==> src/ipcm_pkg.sv <==
// Package for the IPC mailbox endpoint: transfer structs, status codes,
// controller states, ring entry layout and the byte-mask helper.
// No dependencies; every other file in src except ipcm_ram imports it.
package ipcm_pkg;

  // Default number of packets the outbound ring holds.
  localparam int unsigned RingDepthDefault = 8;
  // Largest payload in bytes.
  localparam int unsigned MaxPayload = 6;
  localparam int unsigned PayloadW = 48;

  // Command codes of an input transfer.
  localparam logic [1:0] CMD_ENQUEUE = 2'd0;
  localparam logic [1:0] CMD_SEND    = 2'd1;
  localparam logic [1:0] CMD_RECEIVE = 2'd2;

  // Status codes of a result transfer.
  typedef enum logic [3:0] {
    ST_ENQUEUED  = 4'd0,
    ST_TOO_LONG  = 4'd1,
    ST_FULL      = 4'd2,
    ST_PUBLISHED = 4'd3,
    ST_BUSY      = 4'd4,
    ST_EMPTY     = 4'd5,
    ST_DELIVERED = 4'd6,
    ST_DUPLICATE = 4'd7,
    ST_NONE      = 4'd8
  } ipcm_status_e;

  // Controller states.
  typedef enum logic [1:0] {
    S_IDLE,
    S_EXEC,
    S_RESP
  } ipcm_state_e;

  // One input transfer.
  typedef struct packed {
    logic [1:0]          command;
    logic [7:0]          cmd_byte;
    logic [7:0]          length;
    logic [PayloadW-1:0] payload;
    logic                outbound_busy;
    logic                inbound_pending;
    logic [7:0]          in_seq;
    logic [7:0]          in_cmd;
    logic [7:0]          in_length;
    logic [PayloadW-1:0] in_payload;
  } ipcm_req_t;

  // One result transfer.
  typedef struct packed {
    logic [3:0]          status;
    logic [7:0]          seq_out;
    logic [7:0]          cmd_out;
    logic [7:0]          length_out;
    logic [PayloadW-1:0] payload_out;
    logic                ring_doorbell;
    logic                ack_inbound;
    logic                write_ack;
    logic [7:0]          ack_seq;
  } ipcm_res_t;

  // A packet as held in the ring.
  typedef struct packed {
    logic [PayloadW-1:0] payload;
    logic [2:0]          length;
    logic [7:0]          cmd;
  } ipcm_entry_t;

  // Commands from the controller to the datapath.
  typedef struct packed {
    logic load;  // capture the accepted transfer and start the ring read
    logic exec;  // evaluate the command and update state
  } ipcm_ctrl_t;

  // Keeps the first n payload bytes and zeroes the rest.
  function automatic logic [PayloadW-1:0] byte_mask(input logic [2:0] n);
    logic [PayloadW-1:0] m;
    m = '0;
    for (int i = 0; i < int'(MaxPayload); i++) begin
      m[8*i +: 8] = (3'(i) < n) ? 8'hFF : 8'h00;
    end
    return m;
  endfunction

endpackage

==> src/ipcm_ram.sv <==
// Generic single-write, single-read RAM with a registered read port.
// No dependencies.
module ipcm_ram #(
  parameter int unsigned Width = 8,
  parameter int unsigned Depth = 8
) (
  input  logic                     clk_i,
  input  logic                     wr_en_i,
  input  logic [$clog2(Depth)-1:0] wr_addr_i,
  input  logic [Width-1:0]         wr_data_i,
  input  logic                     rd_en_i,
  input  logic [$clog2(Depth)-1:0] rd_addr_i,
  output logic [Width-1:0]         rd_data_o
);

  logic [Width-1:0] mem [Depth];
  logic [Width-1:0] rd_data_q;

  // Write port.
  always_ff @(posedge clk_i) begin
    if (wr_en_i) begin
      mem[wr_addr_i] <= wr_data_i;
    end
  end

  // Registered read port.
  always_ff @(posedge clk_i) begin
    if (rd_en_i) begin
      rd_data_q <= mem[rd_addr_i];
    end
  end

  assign rd_data_o = rd_data_q;

endmodule

==> src/ipcm_ctrl.sv <==
// Controller of the IPC mailbox endpoint: sequences accept, execute and
// result cycles. Depends on ipcm_pkg.
module ipcm_ctrl (
  input  logic                clk_i,
  input  logic                rst_ni,
  input  logic                start_i,
  output logic                busy_o,
  output logic                done_o,
  output ipcm_pkg::ipcm_ctrl_t ctrl_o
);
  import ipcm_pkg::*;

  ipcm_state_e state_q, state_d;
  logic        accept;

  // A transfer is taken whenever the datapath is not executing.
  assign accept = start_i && (state_q != S_EXEC);

  // Next state.
  always_comb begin
    state_d = state_q;
    case (state_q)
      S_IDLE:  state_d = accept ? S_EXEC : S_IDLE;
      S_EXEC:  state_d = S_RESP;
      S_RESP:  state_d = accept ? S_EXEC : S_IDLE;
      default: state_d = S_IDLE;
    endcase
  end

  // Outputs.
  always_comb begin
    ctrl_o.load = accept;
    ctrl_o.exec = (state_q == S_EXEC);
    busy_o      = (state_q == S_EXEC);
    done_o      = (state_q == S_RESP);
  end

  // State register.
  always_ff @(posedge clk_i or negedge rst_ni) begin
    if (!rst_ni) begin
      state_q <= S_IDLE;
    end else begin
      state_q <= state_d;
    end
  end

endmodule

==> src/ipcm_datapath.sv <==
// Datapath of the IPC mailbox endpoint: input register, outbound ring with
// its indices and fill count, sequence counters and the result register.
// Depends on ipcm_pkg and ipcm_ram.
module ipcm_datapath #(
  parameter int unsigned RingDepth = ipcm_pkg::RingDepthDefault
) (
  input  logic                 clk_i,
  input  logic                 rst_ni,
  input  ipcm_pkg::ipcm_ctrl_t ctrl_i,
  input  ipcm_pkg::ipcm_req_t  req_i,
  output ipcm_pkg::ipcm_res_t  res_o
);
  import ipcm_pkg::*;

  localparam int unsigned IdxW   = $clog2(RingDepth);
  localparam int unsigned CntW   = $clog2(RingDepth + 1);
  localparam int unsigned EntryW = $bits(ipcm_entry_t);

  ipcm_req_t   req_q;
  ipcm_res_t   res_q, res_d;
  logic [IdxW-1:0] wr_idx_q, wr_idx_d, rd_idx_q, rd_idx_d;
  logic [CntW-1:0] fill_q, fill_d;
  logic [7:0]  next_seq_q, next_seq_d;
  logic [7:0]  last_seq_q, last_seq_d;
  logic        seen_q, seen_d;
  logic        ram_we;
  ipcm_entry_t wr_entry, rd_entry;
  logic [EntryW-1:0] rd_data;
  logic [2:0]  rx_len;

  // Outbound ring storage.
  ipcm_ram #(
    .Width(EntryW),
    .Depth(RingDepth)
  ) u_ring (
    .clk_i    (clk_i),
    .wr_en_i  (ram_we),
    .wr_addr_i(wr_idx_q),
    .wr_data_i(wr_entry),
    .rd_en_i  (ctrl_i.load),
    .rd_addr_i(rd_idx_q),
    .rd_data_o(rd_data)
  );

  assign rd_entry = ipcm_entry_t'(rd_data);

  // Entry built from the captured enqueue transfer; unused bytes are zeroed.
  always_comb begin
    wr_entry.cmd     = req_q.cmd_byte;
    wr_entry.length  = req_q.length[2:0];
    wr_entry.payload = req_q.payload & byte_mask(req_q.length[2:0]);
  end

  // Inbound length clamped to the largest payload.
  assign rx_len = (req_q.in_length > 8'(MaxPayload)) ? 3'(MaxPayload)
                                                     : req_q.in_length[2:0];

  // Command evaluation during the execute cycle.
  always_comb begin
    res_d      = '0;
    res_d.status = ST_NONE;
    wr_idx_d   = wr_idx_q;
    rd_idx_d   = rd_idx_q;
    fill_d     = fill_q;
    next_seq_d = next_seq_q;
    last_seq_d = last_seq_q;
    seen_d     = seen_q;
    ram_we     = 1'b0;
    case (req_q.command)
      CMD_ENQUEUE: begin
        if (req_q.length > 8'(MaxPayload)) begin
          res_d.status = ST_TOO_LONG;
        end else if (fill_q == CntW'(RingDepth)) begin
          res_d.status = ST_FULL;
        end else begin
          res_d.status = ST_ENQUEUED;
          ram_we       = ctrl_i.exec;
          wr_idx_d     = (wr_idx_q == IdxW'(RingDepth - 1)) ? '0 : wr_idx_q + 1'b1;
          fill_d       = fill_q + 1'b1;
        end
      end
      CMD_SEND: begin
        if (req_q.outbound_busy) begin
          res_d.status = ST_BUSY;
        end else if (fill_q == '0) begin
          res_d.status = ST_EMPTY;
        end else begin
          res_d.status        = ST_PUBLISHED;
          res_d.cmd_out       = rd_entry.cmd;
          res_d.length_out    = {5'd0, rd_entry.length};
          res_d.payload_out   = rd_entry.payload;
          res_d.seq_out       = next_seq_q;
          res_d.ring_doorbell = 1'b1;
          next_seq_d          = next_seq_q + 8'd1;
          rd_idx_d = (rd_idx_q == IdxW'(RingDepth - 1)) ? '0 : rd_idx_q + 1'b1;
          fill_d   = fill_q - 1'b1;
        end
      end
      CMD_RECEIVE: begin
        if (req_q.inbound_pending) begin
          res_d.ack_inbound = 1'b1;
          res_d.write_ack   = 1'b1;
          res_d.ack_seq     = req_q.in_seq;
          if (seen_q && (req_q.in_seq == last_seq_q)) begin
            res_d.status = ST_DUPLICATE;
          end else begin
            res_d.status      = ST_DELIVERED;
            res_d.cmd_out     = req_q.in_cmd;
            res_d.length_out  = {5'd0, rx_len};
            res_d.payload_out = req_q.in_payload & byte_mask(rx_len);
            last_seq_d        = req_q.in_seq;
            seen_d            = 1'b1;
          end
        end
      end
      default: begin
        res_d.status = ST_NONE;
      end
    endcase
  end

  // Input and result registers.
  always_ff @(posedge clk_i) begin
    if (ctrl_i.load) begin
      req_q <= req_i;
    end
    if (ctrl_i.exec) begin
      res_q <= res_d;
    end
  end

  // Ring pointers and sequence state.
  always_ff @(posedge clk_i or negedge rst_ni) begin
    if (!rst_ni) begin
      wr_idx_q   <= '0;
      rd_idx_q   <= '0;
      fill_q     <= '0;
      next_seq_q <= 8'd1;
      last_seq_q <= 8'd0;
      seen_q     <= 1'b0;
    end else if (ctrl_i.exec) begin
      wr_idx_q   <= wr_idx_d;
      rd_idx_q   <= rd_idx_d;
      fill_q     <= fill_d;
      next_seq_q <= next_seq_d;
      last_seq_q <= last_seq_d;
      seen_q     <= seen_d;
    end
  end

  assign res_o = res_q;

endmodule

==> src/ipc_mailbox_endpoint_top.sv <==
// Top level of the IPC mailbox endpoint: controller plus datapath.
// Depends on ipcm_pkg, ipcm_ctrl, ipcm_datapath and ipcm_ram.
//
// Usage:
//   A command transfer is taken on a rising edge with start_i high and
//   busy_o low; req_i carries the command (enqueue, send or receive), the
//   packet to enqueue and a snapshot of the mailbox doorbells and the
//   inbound mailbox.
//   Each command gives exactly one result on res_o, shown for one cycle
//   with done_o high, in the result state that follows the execute state.
//   The accepting edge reads the ring entry at the read index (one
//   registered RAM read port); the execute state that follows runs the
//   command, and busy_o is high only then. A new command can be accepted
//   while a result is shown, but not while a command executes.
//   The receiver cannot stall; a result it misses is lost.
//   Reset empties the ring, sets the next outbound sequence to one and
//   forgets the last inbound sequence. Ring contents need no clearing.
module ipc_mailbox_endpoint_top #(
  parameter int unsigned RingDepth = ipcm_pkg::RingDepthDefault
) (
  input  logic                clk_i,
  input  logic                rst_ni,
  input  logic                start_i,
  output logic                busy_o,
  input  ipcm_pkg::ipcm_req_t req_i,
  output logic                done_o,
  output ipcm_pkg::ipcm_res_t res_o
);
  import ipcm_pkg::*;

  ipcm_ctrl_t ctrl;

  // Sequencing.
  ipcm_ctrl u_ctrl (
    .clk_i  (clk_i),
    .rst_ni (rst_ni),
    .start_i(start_i),
    .busy_o (busy_o),
    .done_o (done_o),
    .ctrl_o (ctrl)
  );

  // Ring, counters and result register.
  ipcm_datapath #(
    .RingDepth(RingDepth)
  ) u_datapath (
    .clk_i (clk_i),
    .rst_ni(rst_ni),
    .ctrl_i(ctrl),
    .req_i (req_i),
    .res_o (res_o)
  );

endmodule

==> config.mk <==
export PLATFORM = sky130hd
export DESIGN_NAME = ipc_mailbox_endpoint_top
export DESIGN_NICKNAME = d
export VERILOG_FILES = /design/src/ipcm_pkg.sv /design/src/ipcm_ram.sv /design/src/ipcm_ctrl.sv /design/src/ipcm_datapath.sv /design/src/ipc_mailbox_endpoint_top.sv
export SDC_FILE = /design/constraint.sdc
export NUM_CORES = 1
export LEC_CHECK = 0
export BUFFER_PORTS_ARGS = -buffer_cell sky130_fd_sc_hd__buf_2
export CORE_ASPECT_RATIO = 0.75
export CORE_MARGIN = 4
export CORE_UTILIZATION = 54
export DETAILED_ROUTE_END_ITERATION = 6
export HOLD_SLACK_MARGIN = 0.1
export PLACE_DENSITY = 0.76
export SYNTH_ARGS = -nofsm -noshare
export SYNTH_HDL_FRONTEND = slang
export SYNTH_SLANG_ARGS = --single-unit
==> constraint.sdc <==
create_clock -name clk_i -period 12 [get_ports clk_i]
set_input_delay 2.4 -clock clk_i [delete_from_list [all_inputs] [get_ports clk_i]]
set_output_delay 2.4 -clock clk_i [all_outputs]
set_load 0.005 [all_outputs]
==> flow_summary.toml <==
[status]
status = "finished clean"

[clock_tree]
cts_tree = "done"
worstSkewPairLatency_ps = 610
post_cts_buffers = 0
h-tree-depth = 3
cts_buffer_depth = 3
cts-root-buf = "clkbuf_16"
cts_inserted_buffers = 75
clkSlewWorstSetupHoldPaths_ps = 60
cts.sinks = 781
cts_resized = 0
postCtsHoldBufs = 0

[flow_run]
cap_violations = 0

[drt]
via_per_inst = 5.865
ant_nets = 0
dr.pass1.iters = 5
wire_per_inst_um = 25.21
wirelength_um = 58440
vias = 13596
drtIter0Drc = 1379
drc = 0

[die]
rows = 73
die-area_um2 = 57460
core_region_area_um2 = 53070
ios = 232
dieWidth_um = 275.5
die_h_um = 208.6
initial_core_util_pct = 54.60

[logic_synthesis]
ys_seq_elements = 781
syn_area_per_cell_um2 = 22.57
synth_cell_types = 50
syn-instance-count = 1284
synth_edf_count = 752
yosysSeqAreaShare_pct = 80.45
synth_flop_cell = "edfxtp_1"
synthArstFlopShare_pct = 3.713
yosys_warnings = 0
synth_area_um2 = 28970

[global_routing]
grt_use_met3_pct = 4.799
grt_pass1_wl_um = 88020
grt-busiest-layer = "met2"
met2_usage_pct = 31.20
antenna_found_initial = 1
grt.total_usage_pct = 20.58
met1_usage_pct = 30.73
grt_overflow_total = 0
first_global_vias = 14082
grt_start_max_net_pins = 144

[place]
portBuffers = 226
hpwl_um = 32970
postPlaceCellArea_um2 = 30970
place.gp.congestion = 0.7361

[min_path]
hold_path_startpoint = "u_datapath.next_seq_q[7]$_DFFE_PN0P_"
whs_path_depth = 1
worstHoldPathType = "flop to flop"
min_delay_worst_endpoint = "u_datapath.next_seq_q[7]$_DFFE_PN0P_"

[setup_path]
crit_path_start_kind = "flop"
r2r_end = "u_datapath.u_ring.mem[0][30]$_DFFE_PP_"
cp.required_ps = 9600
endpoint_kind = "output port"
reg2reg_slack_ps = 7730
critPathKind = "flop to output port"
worst-path-max-fanout = 57
cp_data_arrival_time_ps = 2020
r2r_start = "u_datapath.req_q[123]$_DFFE_PP_"
r2r_cells = 5

[timing]
tightest_slew_ps = 1184
clock_skew_ps = 23.65
setup_viol = 0
period_share_pct = 36.87
relSlewSlack_pct = 20.62
fmax_mhz = 226.0
finalSetupTns_ps = 0
hold_viol = 0
final.min_clock_period_ps = 4424
drv_slew = 0
rsz0062_at_grt = "false"

[final_layout]
seq_area_um2 = 23320
syn_to_final_growth_pct = 15.14
fin_nets = 1704
drive_above_1_share_pct = 35.43
multi_input_area_um2 = 5456
final_area_um2 = 33360
antenna_cells = 0
fillCellCount = 3521

[pwr]
power.leakage_nw = 11.30
ir_worst_vdd_v = 0.0001662
power_density_nw_per_um2 = 193.1
==> layout make-up <==
class                           instances  area share [%]
Clock buffer                           95           6.166
Clock inverter                         39          0.9976
Inverter                                7         0.07876
Multi-Input combinational cell        440           16.36
Sequential cell                       781           69.90
Tap cell                              712           2.670
Timing Repair Buffer                  244           3.833
==> critical path, stage by stage (launching register included) <==
cell	delay, ps
dfrtp_1	400
nor2b_4	170
buf_4	590
buf_2	240
==> where the power goes <==
part           internal (mW)  leakage (nW)  switching (mW)  total (mW)
registers               3.16          7.35           0.160        3.32
logic                  0.479          2.79           0.344       0.822
clock network           1.32          1.16           0.972        2.30
==> routing by layer <==
| layer | vias to the layer above | routed length [µm] |
|---|---|---|
| met5 | - | 0 |
| met4 | 0 | 1237 |
| met3 | 84 | 4961 |
| met2 | 633 | 27510 |
| met1 | 7007 | 24720 |
| li1 | 5872 | - |
==> cells in the final DEF (no fill, tap or decap), types with 3 or more instances in the layout <==
cell type	Yosys	layout
clkinv_1	0	12
buf_4	6	17
a21oi_1	7	7
nor3_1	6	4
xnor2_1	9	9
nand2_1	9	9
edfxtp_1	752	752
clkinvlp_4	0	5
mux4_2	118	118
buf_2	13	226
a22o_1	10	10
ha_1	11	11
dfrtp_1	28	25
and3_1	30	29
conb_1	1	5
xor2_1	9	9
and2_1	16	16
nor2_4	0	6
nor3_2	1	3
inv_6	0	3
clkbuf_1	29	14
nor2b_1	31	29
nand2b_1	5	5
nand4_1	5	5
bufinv_16	0	5
mux2_2	75	75
clkbuf_16	0	79
clkinv_2	0	13
nor2_1	14	8
a32o_1	49	49
inv_1	7	7
dfrtp_4	0	3
==> cells in the mapped netlist (2+ instances only) <==
library cell / count / area share (%)
buf_6: 3 / 0.12
nor3_1: 6 / 0.10
nor2_1: 14 / 0.18
ha_1: 11 / 0.48
a21oi_1: 7 / 0.12
or4_4: 2 / 0.078
dfrtp_1: 28 / 2.4
xnor2_1: 9 / 0.27
mux4_2: 118 / 9.2
nand4b_1: 2 / 0.060
a32o_1: 49 / 1.7
buf_4: 6 / 0.16
buf_2: 13 / 0.22
nand2b_1: 5 / 0.11
or3_1: 2 / 0.043
buf_1: 8 / 0.10
and4b_1: 2 / 0.069
edfxtp_1: 752 / 78
nand2_1: 9 / 0.12
a21o_1: 2 / 0.052
nor2b_1: 31 / 0.67
xor2_1: 9 / 0.27
mux2_2: 75 / 2.9
a31oi_1: 2 / 0.043
and2_1: 16 / 0.35
and4_1: 2 / 0.060
a22o_1: 10 / 0.30
nand4_1: 5 / 0.11
o21ai_0: 2 / 0.035
and3_1: 30 / 0.65
inv_1: 7 / 0.091
clkbuf_1: 29 / 0.38
==> worst max path at each step <==
stage / start / end / slack (ps) / depth (start not counted)
2_1_floorplan: u_ctrl.state_q[0]$_DFF_PN0_ / u_datapath.req_q[0]$_DFFE_PP_ / 100 / 3
3_3_place_gp: start_i / u_datapath.req_q[114]$_DFFE_PP_ / 7580 / 4
3_5_place_dp: start_i / u_datapath.req_q[14]$_DFFE_PP_ / 7540 / 4
4_1_cts: u_ctrl.state_q[0]$_DFF_PN0_ / busy_o / 7510 / 3
5_1_grt: u_ctrl.state_q[0]$_DFF_PN0_ / busy_o / 7380 / 3
6_report: u_ctrl.state_q[0]$_DFF_PN0_ / busy_o / 7580 / 3
==> kinds of logic (layout without fill, tap and decap cells) <==
kind of cell	after synthesis	after routing	synth area share, %
adders and majority gates	12	12	0.5441
muxes	194	194	12.12
DFF	781	781	80.45
xor gates and xnor gates	18	18	0.5441
other	1	5	0.01294
and+or+nand+nor	134	134	2.829
buffers and inverters	67	385	1.084
AOI/OAI and AO/OA	77	77	2.418
==> registers in the layout (all words and copies together) (netlist names) <==
| name | count |
|---|---|
| u_datapath.wr_idx_q | 3 |
| u_datapath.seen_q | 1 |
| u_datapath.rd_idx_q | 3 |
| u_datapath.u_ring.mem | 472 |
| u_datapath.req_q | 140 |
| u_datapath.res_o | 81 |
| u_datapath.last_seq_q | 8 |
| u_datapath.fill_q | 4 |
| u_datapath.next_seq_q | 8 |
| u_datapath.u_ring.rd_data_o | 59 |
| u_ctrl.state_q | 2 |
==> metrics by stage <==
step / util (%) / cells / total power, mW / setup slack (ps) / hold slack, ps
detailed placement: 58.36 / 2184 / 4.207 / 7543 / 462.8
finish: 62.87 / 2318 / 6.441 / 7576 / 466.2
global route: 62.87 / 2318 / 6.698 / 7384 / 485.0
floorplan: - / 1288 / 3.988 / 98.00 / 433.7
CTS: 62.87 / 2318 / 6.503 / 7513 / 470.3
global placement: 58.36 / 2184 / 4.192 / 7580 / 447.2
Power figures use the tool's default switching activity.
